$ cat src/rtl/ppaa_pkg.sv
`timescale 1ns / 1ps
// ppaa_pkg: shared types, constants and glyph lookup for the pixel pair ASCII art block.
// No dependencies.
package ppaa_pkg;

  localparam int unsigned MAX_WIDTH_DEF = 1024;
  localparam int unsigned CFG_W         = 11;
  localparam logic [CFG_W-1:0] WIDTH_RESET = 11'd1024;

  localparam logic [7:0] CHAR_CR = 8'h0D;
  localparam logic [7:0] CHAR_LF = 8'h0A;

  localparam logic [1:0] PH_GLYPH = 2'd0;
  localparam logic [1:0] PH_CR    = 2'd1;
  localparam logic [1:0] PH_LF    = 2'd2;

  typedef struct packed {
    logic [7:0] grey_pixel;
    logic       frame_start;
  } in_t;

  typedef struct packed {
    logic [7:0] text_char;
    logic       run_last;
  } out_t;

  // Quantized pixel pair handed from the front stage to the emitter
  typedef struct packed {
    logic [1:0] lower;
    logic [1:0] upper;
    logic       eol;
  } pair_t;

  function automatic logic [7:0] glyph(input logic [1:0] lower, input logic [1:0] upper);
    logic [7:0] c;
    unique case ({lower, upper})
      4'h0: c = 8'h40;  // @
      4'h1: c = 8'h56;  // V
      4'h2: c = 8'h59;  // Y
      4'h3: c = 8'h5E;  // ^
      4'h4: c = 8'h67;  // g
      4'h5: c = 8'h24;  // $
      4'h6: c = 8'h54;  // T
      4'h7: c = 8'h22;  // "
      4'h8: c = 8'h67;  // g
      4'h9: c = 8'h6D;  // m
      4'hA: c = 8'h23;  // #
      4'hB: c = 8'h27;  // '
      4'hC: c = 8'h6D;  // m
      4'hD: c = 8'h2C;  // ,
      4'hE: c = 8'h2E;  // .
      4'hF: c = 8'h20;  // space
      default: c = 8'h20;
    endcase
    return c;
  endfunction

endpackage

$ cat src/rtl/ppaa_emit.sv
`timescale 1ns / 1ps
// ppaa_emit: glyph lookup and output register that sequences glyph, CR and LF.
// Depends on ppaa_pkg.
module ppaa_emit (
  input  logic            clk_i,
  input  logic            rst_ni,
  input  logic            s1_valid_i,
  input  ppaa_pkg::pair_t s1_i,
  output logic            take_o,
  output logic            out_valid_o,
  input  logic            out_stall_i,
  output ppaa_pkg::out_t  out_data_o
);

  logic       s2_valid_q, s2_valid_d;
  logic [1:0] phase_q, phase_d;
  logic [7:0] char_q, char_d;
  logic       eol_q, eol_d;
  logic       last, out_ok, room;

  assign last   = (phase_q == ppaa_pkg::PH_LF) || (phase_q == ppaa_pkg::PH_GLYPH && !eol_q);
  assign out_ok = s2_valid_q && !out_stall_i;
  assign room   = !s2_valid_q || (out_ok && last);
  assign take_o = room;

  always_comb begin
    s2_valid_d = s2_valid_q;
    phase_d    = phase_q;
    char_d     = char_q;
    eol_d      = eol_q;
    if (s1_valid_i && room) begin
      s2_valid_d = 1'b1;
      phase_d    = ppaa_pkg::PH_GLYPH;
      char_d     = ppaa_pkg::glyph(s1_i.lower, s1_i.upper);
      eol_d      = s1_i.eol;
    end else if (out_ok) begin
      if (last) begin
        s2_valid_d = 1'b0;
      end else if (phase_q == ppaa_pkg::PH_GLYPH) begin
        phase_d = ppaa_pkg::PH_CR;
        char_d  = ppaa_pkg::CHAR_CR;
      end else begin
        phase_d = ppaa_pkg::PH_LF;
        char_d  = ppaa_pkg::CHAR_LF;
      end
    end
  end

  always_ff @(posedge clk_i or negedge rst_ni) begin
    if (!rst_ni) begin
      s2_valid_q <= 1'b0;
      phase_q    <= ppaa_pkg::PH_GLYPH;
    end else begin
      s2_valid_q <= s2_valid_d;
      phase_q    <= phase_d;
    end
  end

  always_ff @(posedge clk_i) begin
    char_q <= char_d;
    eol_q  <= eol_d;
  end

  assign out_valid_o         = s2_valid_q;
  assign out_data_o.text_char = char_q;
  assign out_data_o.run_last  = last;

  a_crlf_only_eol: assert property (@(posedge clk_i) disable iff (!rst_ni)
    s2_valid_q && phase_q != ppaa_pkg::PH_GLYPH |-> eol_q)
    else $error("line end characters without row end");

  a_cr_then_lf: assert property (@(posedge clk_i) disable iff (!rst_ni)
    out_ok && phase_q == ppaa_pkg::PH_CR |=> s2_valid_q && phase_q == ppaa_pkg::PH_LF)
    else $error("CR not followed by LF");

  a_no_overwrite: assert property (@(posedge clk_i) disable iff (!rst_ni)
    s2_valid_q && !out_ok |=> s2_valid_q && $stable(phase_q))
    else $error("pending result lost");

endmodule

$ cat config.mk
export PLATFORM = sky130hd
export DESIGN_NAME = ppaa_emit
export DESIGN_NICKNAME = d
export VERILOG_FILES = /design/src/rtl/ppaa_pkg.sv /design/src/rtl/ppaa_emit.sv
export SDC_FILE = /design/constraint.sdc
export NUM_CORES = 1
export LEC_CHECK = 0
export ABC_AREA = 1
export BUFFER_PORTS_ARGS = -buffer_cell sky130_fd_sc_hd__buf_4
export CORE_UTILIZATION = 30
export CTS_CLUSTER_SIZE = 28
export DETAILED_ROUTE_END_ITERATION = 8
export GPL_TIMING_DRIVEN = 0
export PLACE_DENSITY = 0.61
export SLEW_MARGIN = 10
export SYNTH_ARGS = -nofsm -noshare
export SYNTH_HDL_FRONTEND = slang
export SYNTH_SLANG_ARGS = --single-unit
$ cat constraint.sdc
create_clock -name clk_i -period 4.35 [get_ports clk_i]
set_input_delay 0.6525 -clock clk_i [delete_from_list [all_inputs] [get_ports clk_i]]
set_output_delay 0.6525 -clock clk_i [all_outputs]
set_load 0.1 [all_outputs]
=== Word level (Yosys, flattened, before mapping) ===
Memories as Yosys holds them, arrays and structs flattened.
Cells that the tools add are included.

* Bits in registers: 12
* Bits in latches: 0
* Bits in writable memories: 0
* Memory bits (read-only): 112
* Bits of input ports: 9
* Output and inout bits: 11
* Logic and storage cells: 32
* Memories kept: 1

* Add/sub/neg operators: 0
* Multipliers: 0
* Divide/modulo/power cells: 0
* Magnitude comparators: 0
* Eq/ne operators: 2
* Shift operators: 0
* Multiplexer cells: 11
* Bitwise logic cells: 0
* Reduce and logical (&&, ||, !) cells: 14

{| class="wikitable"
|+ Memories
! memory !! depth !! bits a word !! rd ports !! clocked after Yosys merged registers in !! wr ports !! RTL line !! text
|-
| (no name shown) || 16 || 7 || 1 || 0 || 0 || ppaa_pkg.sv:36 || <nowiki>unique case ({lower, upper})</nowiki>
|}

{| class="wikitable"
|+ Operator list
! cell !! number
|-
| $mux 8 || 3
|-
| $mux 2 || 4
|-
| $logic_and 1x1->1 || 4
|-
| $reduce_and 2->1 || 2
|-
| $reduce_bool 2->1 || 2
|-
| $logic_not 1->1 || 3
|-
| $mux 1 || 3
|-
| $mux 3 || 1
|-
| $eq 2x2->1 const B || 1
|-
| $logic_not 2->1 || 1
|-
| $logic_or 1x1->1 || 2
|-
| $ne 2x1->1 const B || 1
|}

=== Logic depth before layout (Yosys ltp) ===
Gate-level depths: netlist (run 1).

* Depth after elaboration: 8
* Depth in mapped cells: 9
* Mapped depth without buffers: 9

=== Worst setup path before layout (run 1) ===
OpenSTA, ideal clock, no wires.

* Path type: reg2reg
* Start point: register s2_valid_q (netlist: out_valid_o)
* End point: register char_q[0], enable pin
* Setup time: 341 ps
* Arrival time: 1877 ps
* Data required time: 4009 ps
* Slack: 2131 ps
* Stages on the path, launching flop included: 4
* Path buffers: 0
* Period minus slack after synthesis: 2219 ps
* Cell sequence: dfrtp_1 > nand2_4 > nand2_4 > o21ai_0

* Longest elaborated chain between the ends: 6
* Elaborated cells between the ends (all ways): 8
* Classes of those cells: eq/ne: 1; reduce/logical: 7

{| class="wikitable"
|+ Ends and longest elaborated chain
! element !! RTL line !! text
|-
| from (decl) || ppaa_emit.sv:15 || <nowiki>logic s2_valid_q, s2_valid_d;</nowiki>
|-
| from (signal assigned) || ppaa_emit.sv:54 || <nowiki>s2_valid_q <= s2_valid_d;</nowiki>
|-
| $logic_and 1x1->1 || ppaa_emit.sv:22 || <nowiki>assign out_ok = s2_valid_q && !out_stall_i;</nowiki>
|-
| $logic_and 1x1->1 || ppaa_emit.sv:23 || <nowiki>assign room = !s2_valid_q || (out_ok && last);</nowiki>
|-
| $logic_or 1x1->1 (*) || ppaa_emit.sv:23 ||
|-
| net take_o || ppaa_emit.sv:9 || <nowiki>output logic take_o,</nowiki>
|-
| $logic_and 1x1->1 (*) || ppaa_emit.sv:31 || <nowiki>if (s1_valid_i && room) begin</nowiki>
|-
| $ne 2x1->1 (no source line) / $reduce_bool 2->1 (equally long branches) || - ||
|-
| $reduce_and 2->1 (no source line) (*) || - ||
|-
| to (signal assigned) || ppaa_emit.sv:60 || <nowiki>char_q <= char_d;</nowiki>
|-
| to (decl) || ppaa_emit.sv:17 || <nowiki>logic [7:0] char_q, char_d;</nowiki>
|}

The timed path passes the listed nets; every way through them passes the cells marked *.
A chain may end at the register's enable or synchronous reset.

=== Worst setup path after layout (run 1) ===
* Start point: input out_stall_i
* End point: output take_o

* Longest elaborated chain between the ends: 4

{| class="wikitable"
|+ Ends and longest elaborated chain
! element !! RTL line !! text
|-
| from (decl) || ppaa_emit.sv:11 || <nowiki>input logic out_stall_i,</nowiki>
|-
| $logic_not 1->1 || ppaa_emit.sv:22 ||
|-
| $logic_and 1x1->1 || ppaa_emit.sv:22 ||
|-
| $logic_and 1x1->1 || ppaa_emit.sv:23 ||
|-
| $logic_or 1x1->1 || ppaa_emit.sv:23 ||
|-
| to (decl) || ppaa_emit.sv:9 ||
|}

Every way passes these cells.

==> results.md, run 1 <==
Status:
- The flow ran to the end, and the final reports show no timing, DRC or antenna violations.

Clock network:
- TritonCTS built the clock tree.
- Counting every sink on the clock net gives 11.
- The number of buffers inserted during clock tree synthesis is 3.
- The H-tree depth is 1.
- The number of buffers inserted by hold repair at cts is 0.
- The clock root buffer is clkbuf_4.
- The clock-pin slew of the registers on the worst-case setup and hold paths is 0.07 ns.
- The number of gates resized after cts is 0.
- The source-to-sink clock delay at the later pin of the worst-skew pair is 0.26 ns.
- The number of buffers added for setup after CTS is 0.
- The clock passes through at most 2 buffers.

Critical path:
- Walking the worst path, the cells encountered are buf_4, inv_1, nand3_2, nand2_4, buf_4.
- The family with the most delay on the worst path is buffers and inverters.
- Together, buffers and inverters on the worst path number 3.
- The largest single stage delay on the critical path is 0.30 ns.
- The arrival time reported for the critical path endpoint is 1.35 ns.
- The worst register-to-register path ends at char_q[3]$_SDFFCE_PN1P_.
- The worst setup path is launched from an input port.
- The sort of element at the end of the critical path is an output port.
- On the critical path, the stage with the largest delay is an instance of buf_4.
- The flop-to-flop setup slack is 2.55 ns.
- The top fanout value on the critical path is 7.
- The required time reported for the critical path endpoint is 3.70 ns.
- The startpoint identified for the worst register-to-register timing path is phase_q[1]$_DFFE_PN0P_.
- The depth of the worst register-to-register path is 5.
- The most numerous cell type found on the critical path is buf_4.
- The worst setup path category is input port to output port.

Timing:
- The final total negative setup slack is 0 ns.
- The number of hold violations in the final report is 0.
- The final count of pins violating max slew is 0.
- The final critical delay including setup and external delays is 2.00 ns.
- Measured against its own limit, the worst slew margin works out to 33.5%.
- The slew of the pin with the lowest slew margin is 0.988 ns.
- The ratio of final minimum period to clock period is 46.1%.
- Across all hold checks on the routed design, the worst slack comes to 0.165 ns.
- Setup violations remaining at the end of the flow were counted as 0.
- Timing would allow up to 499 MHz.
- Setup repair after global routing left no endpoint under its margin.
- Between clock sinks in the finished design, the worst skew comes to 0.00410 ns.

Synthesis:
- The share of the Yosys chip area taken by registers is 43.9%.
- The proportion of netlist area held by the largest area contributor is 33.4%.
- The number of distinct library cells after synthesis is 21.
- In the synthesized netlist, the number of instances is 86.
- The mean instance size in the synthesized netlist is 8.35 um2.
- In the post-synthesis netlist, the biggest area contributors are edfxtp_1 (33%), nand2_1 (14%), dfrtp_1 (10%), ha_1 (8.7%), o21ai_0 (5.6%).
- The number of flip-flops and latches in the synthesized netlist is 11.
- Of all cell types, the one taking the most synthesized area is edfxtp_1.
- When the netlist entered floorplanning its net count stood at 100.
- In this run the cell area of the synthesized design comes to 718 um2.
- The Yosys step of the flow raised 0 warnings.

Routing:
- The number of detailed-route iterations in the first pass is 4.
- The average wire per standard cell is 9.13 um.
- The count of nets left with antenna violations after detail routing is 0.
- In the routed design, unresolved DRC markers number 0.
- In the routed layout, each cell is associated on average with a via count of 4.30.
- The total via count in the routed design is 580.
- The initial detailed-routing violation count is 12.
- The aggregate routed wire length is 1230 um.

Cells and area:
- The post-route netlist has 29.0% of its cells at a drive strength greater than 1.
- The count of non-filler cells in the finished layout is 135.
- At the end of the flow, the number of nets in the layout was 122.
- After filler insertion, the fill cell instance count of the layout stands at 244.
- The synthesis-to-layout area growth is 26.3%.
- After routing the design area is 907 um2.
- 0 antenna diodes ended up in the layout.

Floorplanning:
- The die outline area is 2590 um2.
- The effective utilization at floorplan is 32.2%.
- Row generation in the floorplan step produced 17 rows.
- The die is 50.9 um wide.
- Pin placement for this block handled 20 I/O pins.
- The core region is 2230 um2.
- The die is 50.9 um tall.

Placed design:
- Detailed placement finished with a half-perimeter wire length of 999 um.
- Port buffering added 17 buffers.
- The final estimated routing congestion in global placement is 0.837.
- Including well taps, the total number of placed cells is 131.
- In this run the cell area measured after placement is 881 um2.

Global route:
- The number of global-route vias before repair is 526.
- The global-route total usage across every layer is 11.0%.
- For this run the aggregate overflow at the end of global routing stands at 0.
- The first global-routing pass estimated 2070 um of wire.
- The largest net degree at the start of global routing is 10.
- The number of antenna violations at the first check in global routing came to 0.

Min path:
- The path type of the worst min-delay path is input port to async pin.

Flow run:
- The tool flagged a number of max-cap violations equal to 0.
cell usage in the layout, fill, tap and decap left out:
| cell | synthesis | final |
|---|---|---|
| nand2_1 | 26 | 26 |
| buf_4 | 2 | 19 |
| inv_1 | 10 | 10 |
| o21ai_0 | 8 | 8 |
| edfxtp_1 | 8 | 8 |
| nor2_1 | 6 | 6 |
| ha_1 | 5 | 5 |
| nand3_1 | 4 | 4 |
| clkbuf_4 | 0 | 3 |
| dfrtp_1 | 3 | 3 |
| nand2_2 | 2 | 2 |
| nand2_4 | 2 | 2 |
| nand3_2 | 1 | 1 |
| inv_2 | 1 | 1 |
| buf_6 | 1 | 1 |
| inv_4 | 1 | 1 |
| or2_0 | 1 | 1 |
| a22oi_1 | 1 | 1 |
| nand3b_1 | 1 | 1 |
| a21oi_2 | 1 | 1 |
| o211ai_1 | 1 | 1 |
| conb_1 | 1 | 1 |
| clkbuf_1 | 0 | 1 |
worst reg2reg max path: stages (launching register included):
cell and delay [ns]:
dfrtp_1 0.37, inv_1 0.08, nand2_2 0.07, nand2_1 0.08, inv_1 0.05, o21ai_0 0.78
synth_stat cells (all sizes together):
| master | n |
|---|---|
| edfxtp | 8 |
| inv | 12 |
| a21oi | 1 |
| ha | 5 |
| nor2 | 6 |
| or2 | 1 |
| o21ai | 8 |
| nand3b | 1 |
| nand2 | 30 |
| o211ai | 1 |
| a22oi | 1 |
| dfrtp | 3 |
| nand3 | 5 |
| conb | 1 |
| buf | 3 |
flip-flops by register name, summed over array words and instances (netlist names):
signal and count:
out_valid_o 1, eol_q 1, phase_q 2, char_q 7
cell families after synthesis:
| kind of cell | Yosys count | share of synthesized area (%) |
|---|---|---|
| fa+ha+maj | 5 | 8.71 |
| other cells | 1 | 0.522 |
| flops | 11 | 43.9 |
| buf+inv | 15 | 10.3 |
| simple gates | 43 | 27.7 |
| compound gates | 11 | 8.89 |
layer usage:
layer	vias up	GRT usage, %	wire (um)
met5	-	0	0
li1	312	-	-
met3	4	0.893	42
met1	249	12.5	595
met2	15	18.4	558
met4	0	9.72	36
layout make-up:
cell class	instances	area, um2	area share [%]
well taps	28	35.0	3.86
plain buffers	3	26.3	2.90
clock buffers	4	26.3	2.90
flip-flops and latches	11	315	34.8
inverters	12	47.5	5.24
repair buffers	17	128	14.1
multi-input cells	60	329	36.3
through the flow:
step                util (%)  worst slack, ns
global placement        39.4             2.22
CTS                     40.6             2.34
floorplan                  -             2.13
global route            40.6             2.30
detailed placement      39.4             2.22
finish                  40.6             2.35
how the worst max path moves through the flow:
| stage | end | slack (ns) | start | depth (start not counted) |
|---|---|---|---|---|
| floorplan | char_q[0]$_DFFE_PP_ | 2.13 | out_valid_o$_DFFE_PN0P_ | 3 |
| global placement | char_q[6]$_SDFFCE_PN0P_ | 2.22 | out_stall_i | 4 |
| detailed placement | char_q[6]$_SDFFCE_PN0P_ | 2.22 | out_stall_i | 4 |
| finish | take_o | 2.35 | out_stall_i | 5 |
| global route | take_o | 2.30 | out_stall_i | 5 |
| CTS | take_o | 2.34 | out_stall_i | 5 |
Power of run 1 is left out: the tool's default activity adds up to more than one toggle a clock period on the data nets, which glitch-free logic cannot reach.
==> inputs of run 2 (changes only) <==
Settings changed: PLACE_DENSITY 0.61 to 0.63.
Clock period 4.35 ns to 1.7 ns, I/O delays scaled along.
==> results.md, run 2 (synthesis results as in run 1) <==
Timing:
- Setup repair after global routing left no endpoint under its margin.
- The worst-case clock skew is 0.000858 ns.
- The number of hold violations in the final report is 0.
- The number of endpoints failing setup at the final stage is 0.
- The ratio of final minimum period to clock period is 91.1%.
- For the final routed database, the setup TNS stands at 0 ns.
- The slew of the pin with the lowest slew margin is 0.603 ns.
- The final count of pins violating max slew is 0.
- The final critical delay including setup and external delays is 1.55 ns.
- Measured against its own limit, the worst slew margin works out to 59.5%.
- For this run, the top clock speed supported by timing is 646 MHz.

Floorplanning:
- 20 I/O pins were placed.
- The floorplan step defined a die boundary enclosing 2590 um2.
- The floorplan step set the die height to 50.9 um.
- The floorplan step set the die width to 50.9 um.
- Once the floorplan was initialized, standard cells occupied 32.2% of the core.
- The standard-cell row count is 17.
- The placeable core region is 2230 um2.

Cells and area:
- The largest registers in the layout are char_q (7), phase_q (2).
- The post-route netlist has 29.6% of its cells at a drive strength greater than 1.
- The repair_antennas step left the layout with diodes totalling 0.
- The count of non-filler cells in the finished layout is 136.
- The finished cells cover 930 um2.
- The net count of the finished layout is 123.
- The register with the most flip-flops is char_q.
- The register with the most flip-flops in the layout has 7 of them.
- The synthesis-to-layout area growth is 29.4%.
- The commonest non-fill, non-tap cell in the layout is nand2_1.
- In the layout the commonest cells are nand2_1 (26), buf_4 (19), inv_1 (10).

Routing:
- The remaining design rule violation count is 0.
- The average wire per standard cell is 9.01 um.
- The first TritonRoute pass finished after 4 iterations.
- The detail route stage leaves a number of antenna-violating nets equal to 0.
- The met2 wirelength from detailed routing is 539 um.
- The aggregate routed wire length is 1230 um.
- The routed wire length on met3 is 61 um.
- In the routed layout, each cell is associated on average with a via count of 4.38.
- The total via count in the routed design is 595.
- The met1 layer wirelength in the final routing is 595 um.
- The detailed router finished its first iteration with 12 violations.
- The uppermost metal layer occupied by signal nets is met4.

Global route:
- The global-route wire length before repair is 2100 um.
- Across every metal layer, demand over resource in global routing totals 11.1%.
- The number of global-route vias before repair is 532.
- Global routing finished with a remaining overflow of 0.
- The number of antenna violations at the first check in global routing is 0.
- Entering global routing, the biggest net connects 10 pins.

Critical path:
- Traced cell by cell, the critical path runs through inv_1, nand3_2, nand2_8, buf_4.
- Among all stages on the critical path, the largest delay is contributed by dfrtp_1.
- The top fanout value on the critical path is 7.
- The worst setup path category is flip-flop to output port.
- The required time reported for the critical path endpoint is 1.44 ns.
- STA classifies the critical path endpoint as an output port.
- The critical path launch point type is a flip-flop.
- The worst setup path startpoint is phase_q[0]$_DFFE_PN0P_.
- At the worst endpoint, the arrival time is 1.29 ns.
- In this design, the stage delay of the slowest critical-path cell is 0.40 ns.
- The worst register-to-register path begins at phase_q[0]$_DFFE_PN0P_.

Min path:
- The path type of the worst min-delay path is input port to flip-flop.
- The worst min-delay path startpoint is s1_i[0].

Clock network:
- Clock latency on the worst-skew pair, taken at its later pin, is 0.26 ns.
- In this run the number of H-tree levels came out at 1.
- The tree is rooted in a clkbuf_4.
- TritonCTS built the clock tree.
- The maximum clock insertion buffer count is 2.
- The clock sink count is 11.
- The number of clock buffers added by TritonCTS is 3.
- The clock-pin slew of the registers on the worst-case setup and hold paths is 0.06 ns.
- In this run, post-CTS repair resized a total of 0 instances.

Placed design:
- The number of placed instances, taps included, is 131.
- Once placement finished, the instance area stood at 893 um2.
- The final estimated routing congestion in global placement is 0.783.
- Detailed placement ended at an HPWL of 965 um.
- During placement, the flow inserted port buffers numbering 17.

Status:
- The run finished with clean final reports.

Flow run:
- The max-cap violation count is 0.
[run 2: cell count changes in the layout (fill, tap and decap cells not counted), sizes merged]
cell / before / now
dlygate4sd3: 0 / 1
[run 2: metal layers]
| layer | vias up | global-route usage [%] |
|---|---|---|
| met4 | 0 | 9.72 |
| met5 | - | 0 |
| met3 | 4 | 2.38 |
| met2 | 17 | 16.7 |
| li1 | 315 | - |
| met1 | 259 | 13.3 |
[run 2: area by class of cell]
| cell class | count | area, um2 |
|---|---|---|
| flip-flops and latches | 11 | 319 |
| fillers | 238 | 1300 |
| well taps | 28 | 35.0 |
| inverters | 12 | 47.5 |
| clock buffers | 4 | 26.3 |
| plain buffers | 3 | 26.3 |
| repair buffers | 18 | 138 |
| multi-input cells | 60 | 338 |
[run 2: worst max-delay path: cells and delay by family (launching register included)]
family                 cells  cell delay (ns)
flip-flops                 1             0.40
buffers and inverters      2             0.38
AND/OR/NAND/NOR            2             0.24
[run 2: path summary, 6_finish.rpt]
check / end / cells past startpoint / slack (ns)
worst max-delay path: take_o / 4 / 0.15
worst min-delay path: eol_q$_DFFE_PP_ / 1 / 0.17
worst max register to register: char_q[4]$_SDFFCE_PN0P_ / 5 / 0.15
worst min register to register: phase_q[1]$_DFFE_PN0P_ / 2 / 0.60
max in group asynchronous: out_valid_o$_DFFE_PN0P_ / 2 / 1.28
min in group asynchronous: phase_q[1]$_DFFE_PN0P_ / 2 / 0.31
[run 2: stage by stage]
stage / utilization (%) / setup slack (ns) / hold WS [ns]
floorplan: - / 0.0642 / -0.0406
CTS: 41.6 / 0.126 / 0.157
global route: 41.6 / 0.000141 / 0.147
detailed placement: 40.0 / 0.140 / 0.0443
finish: 41.6 / 0.152 / 0.168
global placement: 40.0 / 0.148 / 0.0433
[run 2: timing repair]
action	in CTS	in global routing
hold buffers	1	0
hold endpoints to repair	3	0
setup buffers	0	0
Power of run 2 is left out for the same reason.
